[config.mk]
export PLATFORM = sky130hd
export DESIGN_NAME = relocation_entry_patcher_flat
export DESIGN_NICKNAME = d
export VERILOG_FILES = /design/src/rtl/rep_pkg.sv /design/src/rtl/rep_if.sv /design/src/rtl/rep_cfg_regs.sv /design/src/rtl/relocation_entry_patcher.sv /design/src/flat_wrapper.sv
export SDC_FILE = /design/constraint.sdc
export NUM_CORES = 1
export LEC_CHECK = 0
export ABC_CLOCK_PERIOD_IN_PS = 6550
export BUFFER_PORTS_ARGS = -buffer_cell sky130_fd_sc_hd__buf_2
export CORE_ASPECT_RATIO = 1.2
export CORE_MARGIN = 4
export CORE_UTILIZATION = 40
export CTS_CLUSTER_DIAMETER = 120
export CTS_CLUSTER_SIZE = 40
export DETAILED_ROUTE_END_ITERATION = 8
export SLEW_MARGIN = 15
export SYNTH_ARGS = -nofsm -noshare
export SYNTH_HDL_FRONTEND = slang
export SYNTH_SLANG_ARGS = --single-unit
[constraint.sdc]
create_clock -name clk -period 6.55 [get_ports clk]
set_clock_uncertainty 0.15 [all_clocks]
set_input_delay 0 -clock clk [delete_from_list [all_inputs] [get_ports clk]]
set_output_delay 0 -clock clk [all_outputs]
set_load 0.005 [all_outputs]
[src/rtl/rep_pkg.sv]
`timescale 1ns / 1ps
// Shared types and constants for the relocation entry patcher.
package rep_pkg;

	localparam int unsigned KindW   = 8;
	localparam int unsigned OffW    = 32;
	localparam int unsigned AddrW   = 64;
	localparam int unsigned CfgIdxW = 2;

	localparam logic [KindW-1:0] KIND_ABS64 = 8'd0;
	localparam logic [KindW-1:0] KIND_ABS32 = 8'd1;
	localparam logic [KindW-1:0] KIND_PC32  = 8'd2;
	localparam logic [KindW-1:0] KIND_PLT32 = 8'd3;

	localparam logic [3:0] WIDTH_WIDE   = 4'd8;
	localparam logic [3:0] WIDTH_NARROW = 4'd4;

	typedef enum logic [1:0] {
		STATUS_OK         = 2'd0,
		STATUS_BAD_KIND   = 2'd1,
		STATUS_BAD_PLACE  = 2'd2,
		STATUS_BAD_TARGET = 2'd3
	} rep_status_t;

	typedef enum logic [CfgIdxW-1:0] {
		REG_LOAD_BASE    = 2'd0,
		REG_LOADED_BYTES = 2'd1,
		REG_IMAGE_SPAN   = 2'd2
	} rep_reg_idx_t;

	typedef struct packed {
		logic [AddrW-1:0] load_base;
		logic [OffW-1:0]  loaded_bytes;
		logic [OffW-1:0]  image_span;
	} rep_cfg_t;

endpackage

[src/rtl/rep_if.sv]
`timescale 1ns / 1ps
// Channel interfaces: relocation entries, results and configuration writes.
interface rep_entry_if;
	logic        valid;
	logic        ready;
	logic [7:0]  reloc_kind;
	logic [31:0] patch_offset;
	logic [31:0] symbol_offset;
	logic signed [31:0] addend;

	modport source (output valid, reloc_kind, patch_offset, symbol_offset, addend,
		input ready);
	modport sink (input valid, reloc_kind, patch_offset, symbol_offset, addend,
		output ready);
endinterface

interface rep_result_if;
	logic        valid;
	logic        ready;
	logic [1:0]  status;
	logic [63:0] write_address;
	logic        write_eight_bytes;
	logic [63:0] patch_value;

	modport source (output valid, status, write_address, write_eight_bytes, patch_value,
		input ready);
	modport sink (input valid, status, write_address, write_eight_bytes, patch_value,
		output ready);
endinterface

interface rep_cfg_if;
	logic        valid;
	logic        ready;
	logic [1:0]  reg_index;
	logic [63:0] wdata;

	modport source (output valid, reg_index, wdata, input ready);
	modport sink (input valid, reg_index, wdata, output ready);
endinterface

[src/rtl/rep_cfg_regs.sv]
`timescale 1ns / 1ps
// Configuration register file for the relocation entry patcher.
module rep_cfg_regs
	import rep_pkg::*;
(
	input  logic      clk,
	input  logic      arst_n,
	rep_cfg_if.sink   cfg,
	output rep_cfg_t  regs
);

	rep_cfg_t regs_q;

	assign cfg.ready = 1'b1;
	assign regs      = regs_q;

	always_ff @(posedge clk or negedge arst_n) begin
		if (!arst_n) begin
			regs_q <= '0;
		end else if (cfg.valid && cfg.ready) begin
			unique case (rep_reg_idx_t'(cfg.reg_index))
				REG_LOAD_BASE:    regs_q.load_base    <= cfg.wdata;
				REG_LOADED_BYTES: regs_q.loaded_bytes <= cfg.wdata[OffW-1:0];
				REG_IMAGE_SPAN:   regs_q.image_span   <= cfg.wdata[OffW-1:0];
				default: ; // drop writes to unmapped indexes
			endcase
		end
	end

endmodule

[src/rtl/relocation_entry_patcher.sv]
`timescale 1ns / 1ps
// Top level of the relocation entry patcher: three-stage check and patch pipeline.
//
// Usage:
//   entry  - one RELA entry per beat (kind, patch offset, symbol offset, addend).
//   result - one beat per entry, in entry order: status, absolute write address,
//            eight-byte flag and value to store. Rejected entries carry zero
//            address, flag and value.
//   cfg    - register writes (load base, loaded bytes, image bytes). Always ready;
//            write only while no entry is in flight.
// Pipeline: an entry beat passes stage 1 (sums), stage 2 (range compares and
//   64-bit base adds) and stage 3 (value select into the output register),
//   whose beat shows on the result channel.
// Throughput: one entry per cycle while the receiver keeps result.ready high;
//   each stage holds adds or compares no wider than 64 bits.
// Reset: arst_n clears all stage valid bits and the configuration registers
//   to zero; the pipeline comes up empty and ready.
// Stall: when the receiver holds ready low, the output stage holds its beat and
//   upstream stages fill in turn; entry.ready drops only once every stage holds
//   a beat, so nothing is lost or repeated.
module relocation_entry_patcher
	import rep_pkg::*;
(
	input  logic        clk,
	input  logic        arst_n,
	rep_entry_if.sink   entry,
	rep_result_if.source result,
	rep_cfg_if.sink     cfg
);

	rep_cfg_t cfg_regs;

	rep_cfg_regs u_cfg_regs (
		.clk    (clk),
		.arst_n (arst_n),
		.cfg    (cfg),
		.regs   (cfg_regs)
	);

	// Stage enables: a stage advances when it is empty or the next one advances.
	logic adv_s1, adv_s2, adv_s3;

	logic v_s1, v_s2, v_s3;

	// Stage 1 registers
	logic            kind_ok_s1;
	logic [1:0]      kind_s1;
	logic [OffW-1:0] poff_s1;
	logic [OffW:0]   place_end_s1;
	logic [OffW:0]   tgt_end_s1;
	logic [AddrW-1:0] off_sum_s1;
	logic [OffW-1:0] pcrel_s1;

	// Stage 2 registers
	rep_status_t      status_s2;
	logic [1:0]       kind_s2;
	logic [AddrW-1:0] place_s2;
	logic [AddrW-1:0] sum_s2;
	logic [OffW-1:0]  pcrel_s2;

	// Stage 3 (output) registers
	rep_status_t      status_s3;
	logic [AddrW-1:0] addr_s3;
	logic             wide_s3;
	logic [AddrW-1:0] value_s3;

	assign adv_s3      = !v_s3 || result.ready;
	assign adv_s2      = !v_s2 || adv_s3;
	assign adv_s1      = !v_s1 || adv_s2;
	assign entry.ready = adv_s1;

	// Stage 1 combinational: magnitude of addend, end-of-range sums, offset sums.
	logic            is_wide_c;
	logic [OffW-1:0] mag_c;
	logic [3:0]      width_c;

	always_comb begin
		is_wide_c = (entry.reloc_kind == KIND_ABS64);
		width_c   = is_wide_c ? WIDTH_WIDE : WIDTH_NARROW;
		// Most negative addend maps to 2^31, which fits the unsigned 32 bits.
		mag_c     = entry.addend[OffW-1] ? (~entry.addend + 32'd1) : entry.addend;
	end

	always_ff @(posedge clk or negedge arst_n) begin
		if (!arst_n) begin
			v_s1 <= 1'b0;
		end else if (adv_s1) begin
			v_s1 <= entry.valid;
		end
	end

	always_ff @(posedge clk) begin
		if (adv_s1 && entry.valid) begin
			kind_ok_s1   <= (entry.reloc_kind <= KIND_PLT32);
			kind_s1      <= entry.reloc_kind[1:0];
			poff_s1      <= entry.patch_offset;
			place_end_s1 <= {1'b0, entry.patch_offset} + {29'd0, width_c};
			tgt_end_s1   <= {1'b0, entry.symbol_offset} + {1'b0, mag_c};
			off_sum_s1   <= {32'd0, entry.symbol_offset}
				+ {{32{entry.addend[OffW-1]}}, entry.addend};
			// Load base cancels in target - place, so the low 32 bits need offsets only.
			pcrel_s1     <= entry.symbol_offset + entry.addend - entry.patch_offset
				- {28'd0, WIDTH_NARROW};
		end
	end

	// Stage 2: range checks in priority order, then base-relative addresses.
	rep_status_t status_c;

	always_comb begin
		if (!kind_ok_s1) begin
			status_c = STATUS_BAD_KIND;
		end else if (place_end_s1 > {1'b0, cfg_regs.loaded_bytes}) begin
			status_c = STATUS_BAD_PLACE;
		end else if (tgt_end_s1 > {1'b0, cfg_regs.image_span}) begin
			status_c = STATUS_BAD_TARGET;
		end else begin
			status_c = STATUS_OK;
		end
	end

	always_ff @(posedge clk or negedge arst_n) begin
		if (!arst_n) begin
			v_s2 <= 1'b0;
		end else if (adv_s2) begin
			v_s2 <= v_s1;
		end
	end

	always_ff @(posedge clk) begin
		if (adv_s2 && v_s1) begin
			status_s2 <= status_c;
			kind_s2   <= kind_s1;
			place_s2  <= cfg_regs.load_base + {32'd0, poff_s1};
			sum_s2    <= cfg_regs.load_base + off_sum_s1;
			pcrel_s2  <= pcrel_s1;
		end
	end

	// Stage 3: pick the value by kind, zero everything on a rejected entry.
	always_ff @(posedge clk or negedge arst_n) begin
		if (!arst_n) begin
			v_s3 <= 1'b0;
		end else if (adv_s3) begin
			v_s3 <= v_s2;
		end
	end

	always_ff @(posedge clk) begin
		if (adv_s3 && v_s2) begin
			status_s3 <= status_s2;
			if (status_s2 != STATUS_OK) begin
				addr_s3  <= '0;
				wide_s3  <= 1'b0;
				value_s3 <= '0;
			end else begin
				addr_s3 <= place_s2;
				case ({6'd0, kind_s2})
					KIND_ABS64: begin
						wide_s3  <= 1'b1;
						value_s3 <= sum_s2;
					end
					KIND_ABS32: begin
						wide_s3  <= 1'b0;
						value_s3 <= {32'd0, sum_s2[OffW-1:0]};
					end
					default: begin
						// pc32 and plt32 share the place-relative form
						wide_s3  <= 1'b0;
						value_s3 <= {32'd0, pcrel_s2};
					end
				endcase
			end
		end
	end

	assign result.valid             = v_s3;
	assign result.status            = status_s3;
	assign result.write_address     = addr_s3;
	assign result.write_eight_bytes = wide_s3;
	assign result.patch_value       = value_s3;

endmodule

[src/flat_wrapper.sv]
// flat-port wrapper written by rule: the top's interface ports become plain ports
module relocation_entry_patcher_flat import rep_pkg::*;
  (clk, arst_n, entry_valid, entry_reloc_kind, entry_patch_offset, entry_symbol_offset, entry_addend, entry_ready, result_valid, result_status, result_write_address, result_write_eight_bytes, result_patch_value, result_ready, cfg_valid, cfg_reg_index, cfg_wdata, cfg_ready);
  rep_entry_if entry_i ();
  rep_result_if result_i ();
  rep_cfg_if cfg_i ();
  input  logic clk;
  input  logic arst_n;
  input wire logic [$bits(entry_i.valid)-1:0] entry_valid;
  input wire logic [$bits(entry_i.reloc_kind)-1:0] entry_reloc_kind;
  input wire logic [$bits(entry_i.patch_offset)-1:0] entry_patch_offset;
  input wire logic [$bits(entry_i.symbol_offset)-1:0] entry_symbol_offset;
  input wire logic [$bits(entry_i.addend)-1:0] entry_addend;
  output wire logic [$bits(entry_i.ready)-1:0] entry_ready;
  output wire logic [$bits(result_i.valid)-1:0] result_valid;
  output wire logic [$bits(result_i.status)-1:0] result_status;
  output wire logic [$bits(result_i.write_address)-1:0] result_write_address;
  output wire logic [$bits(result_i.write_eight_bytes)-1:0] result_write_eight_bytes;
  output wire logic [$bits(result_i.patch_value)-1:0] result_patch_value;
  input wire logic [$bits(result_i.ready)-1:0] result_ready;
  input wire logic [$bits(cfg_i.valid)-1:0] cfg_valid;
  input wire logic [$bits(cfg_i.reg_index)-1:0] cfg_reg_index;
  input wire logic [$bits(cfg_i.wdata)-1:0] cfg_wdata;
  output wire logic [$bits(cfg_i.ready)-1:0] cfg_ready;
  assign entry_i.valid = entry_valid;
  assign entry_i.reloc_kind = entry_reloc_kind;
  assign entry_i.patch_offset = entry_patch_offset;
  assign entry_i.symbol_offset = entry_symbol_offset;
  assign entry_i.addend = entry_addend;
  assign entry_ready = entry_i.ready;
  assign result_valid = result_i.valid;
  assign result_status = result_i.status;
  assign result_write_address = result_i.write_address;
  assign result_write_eight_bytes = result_i.write_eight_bytes;
  assign result_patch_value = result_i.patch_value;
  assign result_i.ready = result_ready;
  assign cfg_i.valid = cfg_valid;
  assign cfg_i.reg_index = cfg_reg_index;
  assign cfg_i.wdata = cfg_wdata;
  assign cfg_ready = cfg_i.ready;
  relocation_entry_patcher u_core (.clk(clk), .arst_n(arst_n), .entry(entry_i), .result(result_i), .cfg(cfg_i));
endmodule
## Word-level counts from Yosys, hierarchy flattened

Index checks and enable logic that the tools add are counted.

- Flip-flop bits (word level): 623
- Latch bits: 0
- RAM bits: 0
- Memory bits (read-only): 0
- Output and inout port bits: 134
- Word-level logic and storage cells: 60
- Memories kept: 0

- $add $sub $neg: 9
- $mul: 0
- Divide/modulo/power cells: 0
- $lt $le $gt $ge: 3
- Equality and inequality tests: 3
- Shift-type cells: 0
- Mux-type cells: 6
- Bitwise logic cells: 1
- Reduce and logical (&&, ||, !) cells: 16

Operators by type and width:

| kind | number |
|---|---|
| $pmux 64 s2 | 1 |
| $gt 33x32->1 | 2 |
| $add 64x32->64 | 1 |
| $add 64x64->64 | 1 |
| $add 33x32->34 | 1 |
| $add 32x32->33 | 1 |
| $add 32x4->33 | 1 |
| $add 32x1->32 const B | 1 |
| $add 32x32->32 | 1 |
| $mux 32 | 1 |
| $not 32->32 | 1 |
| $sub 32x3->32 const B | 1 |
| $sub 32x32->32 | 1 |
| $le 8x2->1 const B | 1 |
| $logic_not 8->1 | 1 |
| $reduce_and 2->1 | 3 |
| $eq 2x1->1 const B | 2 |
| $logic_not 2->1 | 2 |
| $mux 2 | 2 |
| $mux 4 | 1 |
| $logic_and 1x1->1 | 3 |
| $logic_not 1->1 | 3 |
| $logic_or 1x1->1 | 3 |
| $eq 2x2->1 const B | 1 |
| other kinds (2) | 2 |

## Depth between registers and ports, before layout

- Depth in word-level cells: 5
- Gate-level depth with buffers: 17
- Depth with buffers taken out: 17

## Hierarchy

A second synthesis with hierarchy kept.

- Cell total of the unflattened synthesis: 3044
- Area, all modules: 34963.5 um^2

Modules (own cells, without submodules):

| module | instances | cells an instance | area each (um^2) | seq. area each (um^2) |
|---|---|---|---|---|
| relocation_entry_patcher | 1 | 2770 | 30043.8 | 13858.3 |
| rep_cfg_regs | 1 | 274 | 4919.7 | 3203.1 |

## Least setup slack after synthesis

No wires, ideal clock.

- Path type: register to register
- Start: reg u_core.v_s3 (netlist: u_core.result.valid)
- End: reg u_core.kind_ok_s1 (enable)
- Arrival time: 4.437 ns
- Data required time: 5.855 ns
- Slack: 1.418 ns
- Stages on the path, launching flop included: 4
- Path buffers: 0
- Clock period less this slack: 5.132 ns
- Cells stage by stage: dfrtp_1 > nor2b_1 > nand3_1 > and2_1

- Word-level cells in the longest chain between the ends: 5

Ends and longest elaborated chain:

| what | line | text |
|---|---|---|
| start: declaration | relocation_entry_patcher.sv:43 | `logic v_s1, v_s2, v_s3;` |
| start signal: assignment | relocation_entry_patcher.sv:145 | `v_s3 <= v_s2;` |
| $logic_not 1->1 | relocation_entry_patcher.sv:67 | `assign adv_s3 = !v_s3 \|\| result.ready;` |
| $logic_or 1x1->1 | relocation_entry_patcher.sv:67 |  |
| $logic_or 1x1->1 | relocation_entry_patcher.sv:68 | `assign adv_s2 = !v_s2 \|\| adv_s3;` |
| $logic_or 1x1->1 | relocation_entry_patcher.sv:69 | `assign adv_s1 = !v_s1 \|\| adv_s2;` |
| net entry_ready | flat_wrapper.sv:14 | `output wire logic [$bits(entry_i.ready)-1:0] entry_ready;` |
| $logic_and 1x1->1 | relocation_entry_patcher.sv:93 | `if (adv_s1 && entry.valid) begin` |
| end signal: assignment | relocation_entry_patcher.sv:94 | `kind_ok_s1 <= (entry.reloc_kind <= KIND_PLT32);` |
| end: declaration | relocation_entry_patcher.sv:46 | `logic kind_ok_s1;` |

The timed path passes the listed nets, and every way through them passes these cells.
A chain may end at the register's enable or synchronous reset.

## Final worst setup path

- Start: in entry_addend[4]
- End: reg u_core.tgt_end_s1[30], data pin

- Word-level cells in the longest chain between the ends: 4

Ends and longest elaborated chain:

| what | line | text |
|---|---|---|
| start: declaration | flat_wrapper.sv:13 | `input wire logic [$bits(entry_i.addend)-1:0] entry_addend;` |
| $not 32->32 | relocation_entry_patcher.sv:81 | `mag_c = entry.addend[OffW-1] ? (~entry.addend + 32'd1) : entry.addend;` |
| $add 32x1->32 | relocation_entry_patcher.sv:81 |  |
| $mux 32 * | relocation_entry_patcher.sv:81 |  |
| $add 32x32->33 * | relocation_entry_patcher.sv:98 | `tgt_end_s1 <= {1'b0, entry.symbol_offset} + {1'b0, mag_c};` |
| end signal: assignment | relocation_entry_patcher.sv:98 |  |
| end: declaration | relocation_entry_patcher.sv:50 | `logic [OffW:0] tgt_end_s1;` |

Every way passes the cells marked *; elsewhere a longest branch is shown, timed or not.

==> summary.txt <==
Floorplan
  – Starting utilization of the core area: about two fifths
  – Row cnt: 118
  – Top-level port count: 309
  – Area inside the core boundary: a little under 90000 µm²
  – Floorplan die area: 92600 µm²
  – Die Y: around 330 µm
  – Overall die width: between 200 and 300 µm

Route
  – Number of nets still failing antenna checks after routing: 0
  – Average routed wire per standard cell: around 21 µm
  – Detailed-route via count: 25300
  – Final Routed Wirelength: 99.0 mm
  – DRC errors left: 0
  – Drt first pass iters: 5
  – DRT iter0 DRCs: 1570
  – Average via count per standard cell: between 5 and 6

Clock tree
  – Latest clock arrival within the worst-skew pair: 630 ps
  – Clock Path Buffers: 3
  – Htree depth: 1
  – Buffer count from post-CTS setup fixing: 0
  – Root buffer cell: sky130_fd_sc_hd__clkbuf_16
  – Clock tree from TritonCTS: yes
  – Clock Pin Slew Worst Setup and Hold Paths: between 100 and 150 ps
  – CTS buffer count: 21
  – Number of instances resized during post-cts repair: 0
  – TritonCTS Sinks: a little under 600

Synthesis
  – Post-synthesis area per instance: about 11 µm²
  – Synth Register Bits: 590
  – Most numerous cell types in the synthesized netlist: sky130_fd_sc_hd__edfxtp_1, sky130_fd_sc_hd__ha_1, sky130_fd_sc_hd__inv_1, sky130_fd_sc_hd__a21oi_1, sky130_fd_sc_hd__xnor2_1
  – Post-synthesis instance area: ~35000 µm²
  – Share of Yosys cell area claimed by the top area cell type: a little under 40%
  – Fraction of the yosys area taken by sequential cells: between 40% and 50%
  – Post-synth cell types: 96
  – Main area contributors after synthesis: sky130_fd_sc_hd__edfxtp_1, sky130_fd_sc_hd__ha_1, sky130_fd_sc_hd__dfrtp_1
  – Most common flop cell mapped by yosys: sky130_fd_sc_hd__edfxtp_1
  – Async S/R FF share, synth: about 22%
  – Number of flops mapped to enable cells by yosys: approximately 460
  – Cells after synthesis: between 3000 and 4000
  – Net count after synthesis: approximately 3600
  – Count leader, synth: sky130_fd_sc_hd__edfxtp_1
  – Synthesis warning total: 0
  – Largest area contributor in the synthesized netlist: sky130_fd_sc_hd__edfxtp_1

Layout
  – Growth of design area from synthesis to finish: 17.3%
  – Number of nets in the layout: between 4000 and 5000
  – Layout cell share with drive strength beyond 1: between 10% and 20%

Worst setup path
  – Startpoint Class: input pin
  – Required arrival time at the worst endpoint: slightly below 7000 ps
  – Path depth of the worst reg2reg path: 10
  – FF-to-FF End: u_core.sum_s2[63]$_DFFE_PP_
  – Category of the worst setup path capture point: register
  – Start point of the critical path: entry_addend[4]
  – R2r setup slk: 2440 ps
  – Critical path data arrival time: 4810 ps
  – Crit-path cells: dlygate4sd3_1 > buf_2 > nor4_4 > nand4_1 > or3_1 > nand2b_1 > nand2_1 > xnor2_1 > ha_1 > a21o_1 > a21oi_1 > o21bai_1 > a21o_1 > a21oi_1 > nor2_1 > a211oi_1 > o21ai_0 > xor2_1 > dlygate4sd3_1
  – Critical-path cell with the highest stage delay: sky130_fd_sc_hd__dlygate4sd3_1
  – Last element of the critical path: u_core.tgt_end_s1[30]$_DFFE_PP_
  – Peak fanout along the critical path: 6
  – Reg-to-Reg Start: u_core.off_sum_s1[1]$_DFFE_PP_
  – Max stage delay on crit path: between 500 and 600 ps
  – Path type of the worst setup path: in -> reg

GRT
  – Pin count of the biggest net entering global routing: between 150 and 200
  – Global route total overflow: 0
  – Vias in the first global route: around 26000
  – Wire length of the first global-routing pass: around 150 mm
  – Total global routing track utilization: 20.8%
  – Antenna violations before repair: 11

Outcome
  – Outcome: complete, no violations

Timing
  – Final hold violation count: 0
  – Fin. max-slew vios: 0
  – Final setup fails: 0
  – Setup repair after global routing missed its margin: no
  – Ratio of final minimum period to clock period: a little over two thirds
  – Final critical-path setup slack: about 2000 ps
  – Final period demand of the worst path: between 4000 and 5000 ps
  – Fmax: about 0.22 GHz
  – Max-slew headroom at the worst pin: a little over a third
  – Worst-margin pin slew: between 900 and 1000 ps
  – Setup TNS: 0 ps

Power and ir drop
  – Overall Power: ~11 mW
  – VDD IR max: 0.000208 V
  – Proportion of total power due to net switching: a little over a third
  – Cell internal power dissipation: about 7.4 mW
  – Portion of total power attributed to combinational logic: a little over a third
  – Share of total power in the clock network: around 17%
  – Net switching power: 3.93 mW
  – Share of power burned in registers: a little under half
  – Leak pwr: between 15 and 20 nW
  – Power per cell area: between 200 and 300 nW/µm²

Placement
  – DP Worst Slack: 2420 ps
  – Total of buffers placed on input and output ports: 307
  – Routability cong.: between 0.9 and 1
  – Post-detail-place hpwl: 77.3 mm

Flow run
  – Count of max-cap constraint violations: 0

Hold path
  – Worst min-delay path category: in -> reg
  – Startpoint of the worst hold path: cfg_wdata[42]
[what timing repair did]
action | CTS | global route
setup endpoints to repair | 0 | 0
hold buffers | 243 | 0
hold endpoints to repair | 399 | 0
[power by group through the flow]
stage	Combinational [mW]	Clock (mW)	Sequential (mW)
after detailed placement	3.92	0	5.39
after floorplan	2.76	0	5.27
final	4.09	1.94	5.30
after global routing	4.54	2.12	5.37
after global placement	3.89	0	5.37
after CTS	4.10	2.01	5.30
[sequential cells by signal, indices dropped and copies added, names as in the netlist]
register	cells
u_core.v_s2	1
u_core.tgt_end_s1	32
u_core.kind_s2	2
u_core.off_sum_s1	34
u_core.status_s2	2
u_core.kind_s1	2
u_core.poff_s1	30
u_core.kind_ok_s1	1
u_core.result.write_address	64
u_core.v_s1	1
u_core.result.status	2
u_core.u_cfg_regs.regs	128
u_core.place_s2	64
u_core.result.write_eight_bytes	1
u_core.sum_s2	64
u_core.place_end_s1	33
u_core.result.valid	1
u_core.pcrel_s1	32
u_core.pcrel_s2	32
u_core.result.patch_value	64
[placed cells by master (no fill, tap or decap), types with 8 or more instances in the layout]
cell type                       synthesis  final
sky130_fd_sc_hd__buf_4                  2     15
sky130_fd_sc_hd__and4_1                 9      9
sky130_fd_sc_hd__dlygate4sd3_1          0    242
sky130_fd_sc_hd__or3_1                 11     11
sky130_fd_sc_hd__buf_2                  7    306
sky130_fd_sc_hd__a21o_1               124    124
sky130_fd_sc_hd__o21bai_1              30     30
sky130_fd_sc_hd__clkbuf_16              0     21
sky130_fd_sc_hd__nand4_1               52     52
sky130_fd_sc_hd__o21ai_0              105    105
sky130_fd_sc_hd__xor2_1                68     68
sky130_fd_sc_hd__o31ai_1               14     14
sky130_fd_sc_hd__dfrtp_1              131    131
sky130_fd_sc_hd__or2_2                 10     10
sky130_fd_sc_hd__mux2_2               128    128
sky130_fd_sc_hd__a211o_1               11     11
sky130_fd_sc_hd__and2_1               113    110
sky130_fd_sc_hd__ha_1                 292    292
sky130_fd_sc_hd__and3_1                30     30
sky130_fd_sc_hd__inv_1                250    250
sky130_fd_sc_hd__xnor2_1              185    185
sky130_fd_sc_hd__a211oi_1              23     23
sky130_fd_sc_hd__o211ai_1              16     16
sky130_fd_sc_hd__nor4_1                14     14
sky130_fd_sc_hd__mux2i_1               36     36
sky130_fd_sc_hd__a31oi_1               17     17
sky130_fd_sc_hd__nand2_1              151    151
sky130_fd_sc_hd__o21a_1                32     32
sky130_fd_sc_hd__a21oi_1              186    186
sky130_fd_sc_hd__edfxtp_1             459    459
sky130_fd_sc_hd__nand2b_1              29     29
sky130_fd_sc_hd__o21ai_1                8      8
sky130_fd_sc_hd__nand3_1               76     76
sky130_fd_sc_hd__fa_1                  36     36
sky130_fd_sc_hd__nor2b_1               24     24
sky130_fd_sc_hd__nor3_1                37     36
sky130_fd_sc_hd__nor2_1               179    178
[worst min-delay path by stage]
| stage | depth (start not counted) | endpoint |
|---|---|---|
| after floorplan | 0 | u_core.result.valid$_DFFE_PN0P_ |
| after CTS | 5 | u_core.off_sum_s1[28]$_DFFE_PP_ |
| final | 3 | u_core.u_cfg_regs.regs[106]$_DFFE_PN0P_ |
| after global routing | 2 | u_core.poff_s1[29]$_DFFE_PP_ |
| after detailed placement | 1 | u_core.u_cfg_regs.regs[1]$_DFFE_PN0P_ |
| after global placement | 1 | u_core.u_cfg_regs.regs[1]$_DFFE_PN0P_ |
[kinds of logic (layout without fill, tap and decap cells)]
logic type | Yosys count | after routing | share of synthesized area [%]
AO/OA/AOI/OAI | 666 | 666 | 12.9
XOR/XNOR | 253 | 253 | 6.31
adder cells (fa/ha/maj) | 328 | 328 | 12.5
buffers and inverters | 325 | 855 | 3.53
flip-flops | 590 | 590 | 48.6
multiplexers | 164 | 164 | 5.13
other | 1 | 8 | 0.0107
AND/OR/NAND/NOR | 763 | 763 | 11.1
[critical path: cells and delay by family]
family,cells,cell delay (ps)
XOR/XNOR,2,280
adder cells (fa/ha/maj),1,340
buffers and inverters,3,1260
AND/OR/NAND/NOR,6,1710
AO/OA/AOI/OAI,7,1210
[metal layers]
layer	vias up	wire length (µm)	GRT usage, %
met5	-	13	0
met4	2	3520	6.70
met3	147	3910	1.94
met2	596	48800	37.0
met1	12300	42700	26.7
li1	12300	-	-
[metrics by stage]
| stage | hold slack, ps | instance area (µm²) | cells | util, % |
|---|---|---|---|---|
| finish | 30.5 | 41200 | 4767 | 47.5 |
| global placement | -127 | 38000 | 4480 | 43.8 |
| CTS | 4.55 | 41200 | 4760 | 47.5 |
| detailed placement | -120 | 38000 | 4480 | 43.8 |
| global route | 18.3 | 41200 | 4766 | 47.5 |
| floorplan | -446 | 35100 | 3090 | - |
[final cells by class]
cell class	instances	area (µm²)
clock buffer	29	566
timing repair buffer	567	4150
clock inverter	8	184
antenna	7	17.5
multi-input combinational	2175	16800
sequential	590	17100
tap	1140	1430
inverter	251	942
fill	7945	45500
Power figures use the tool's default switching activity.
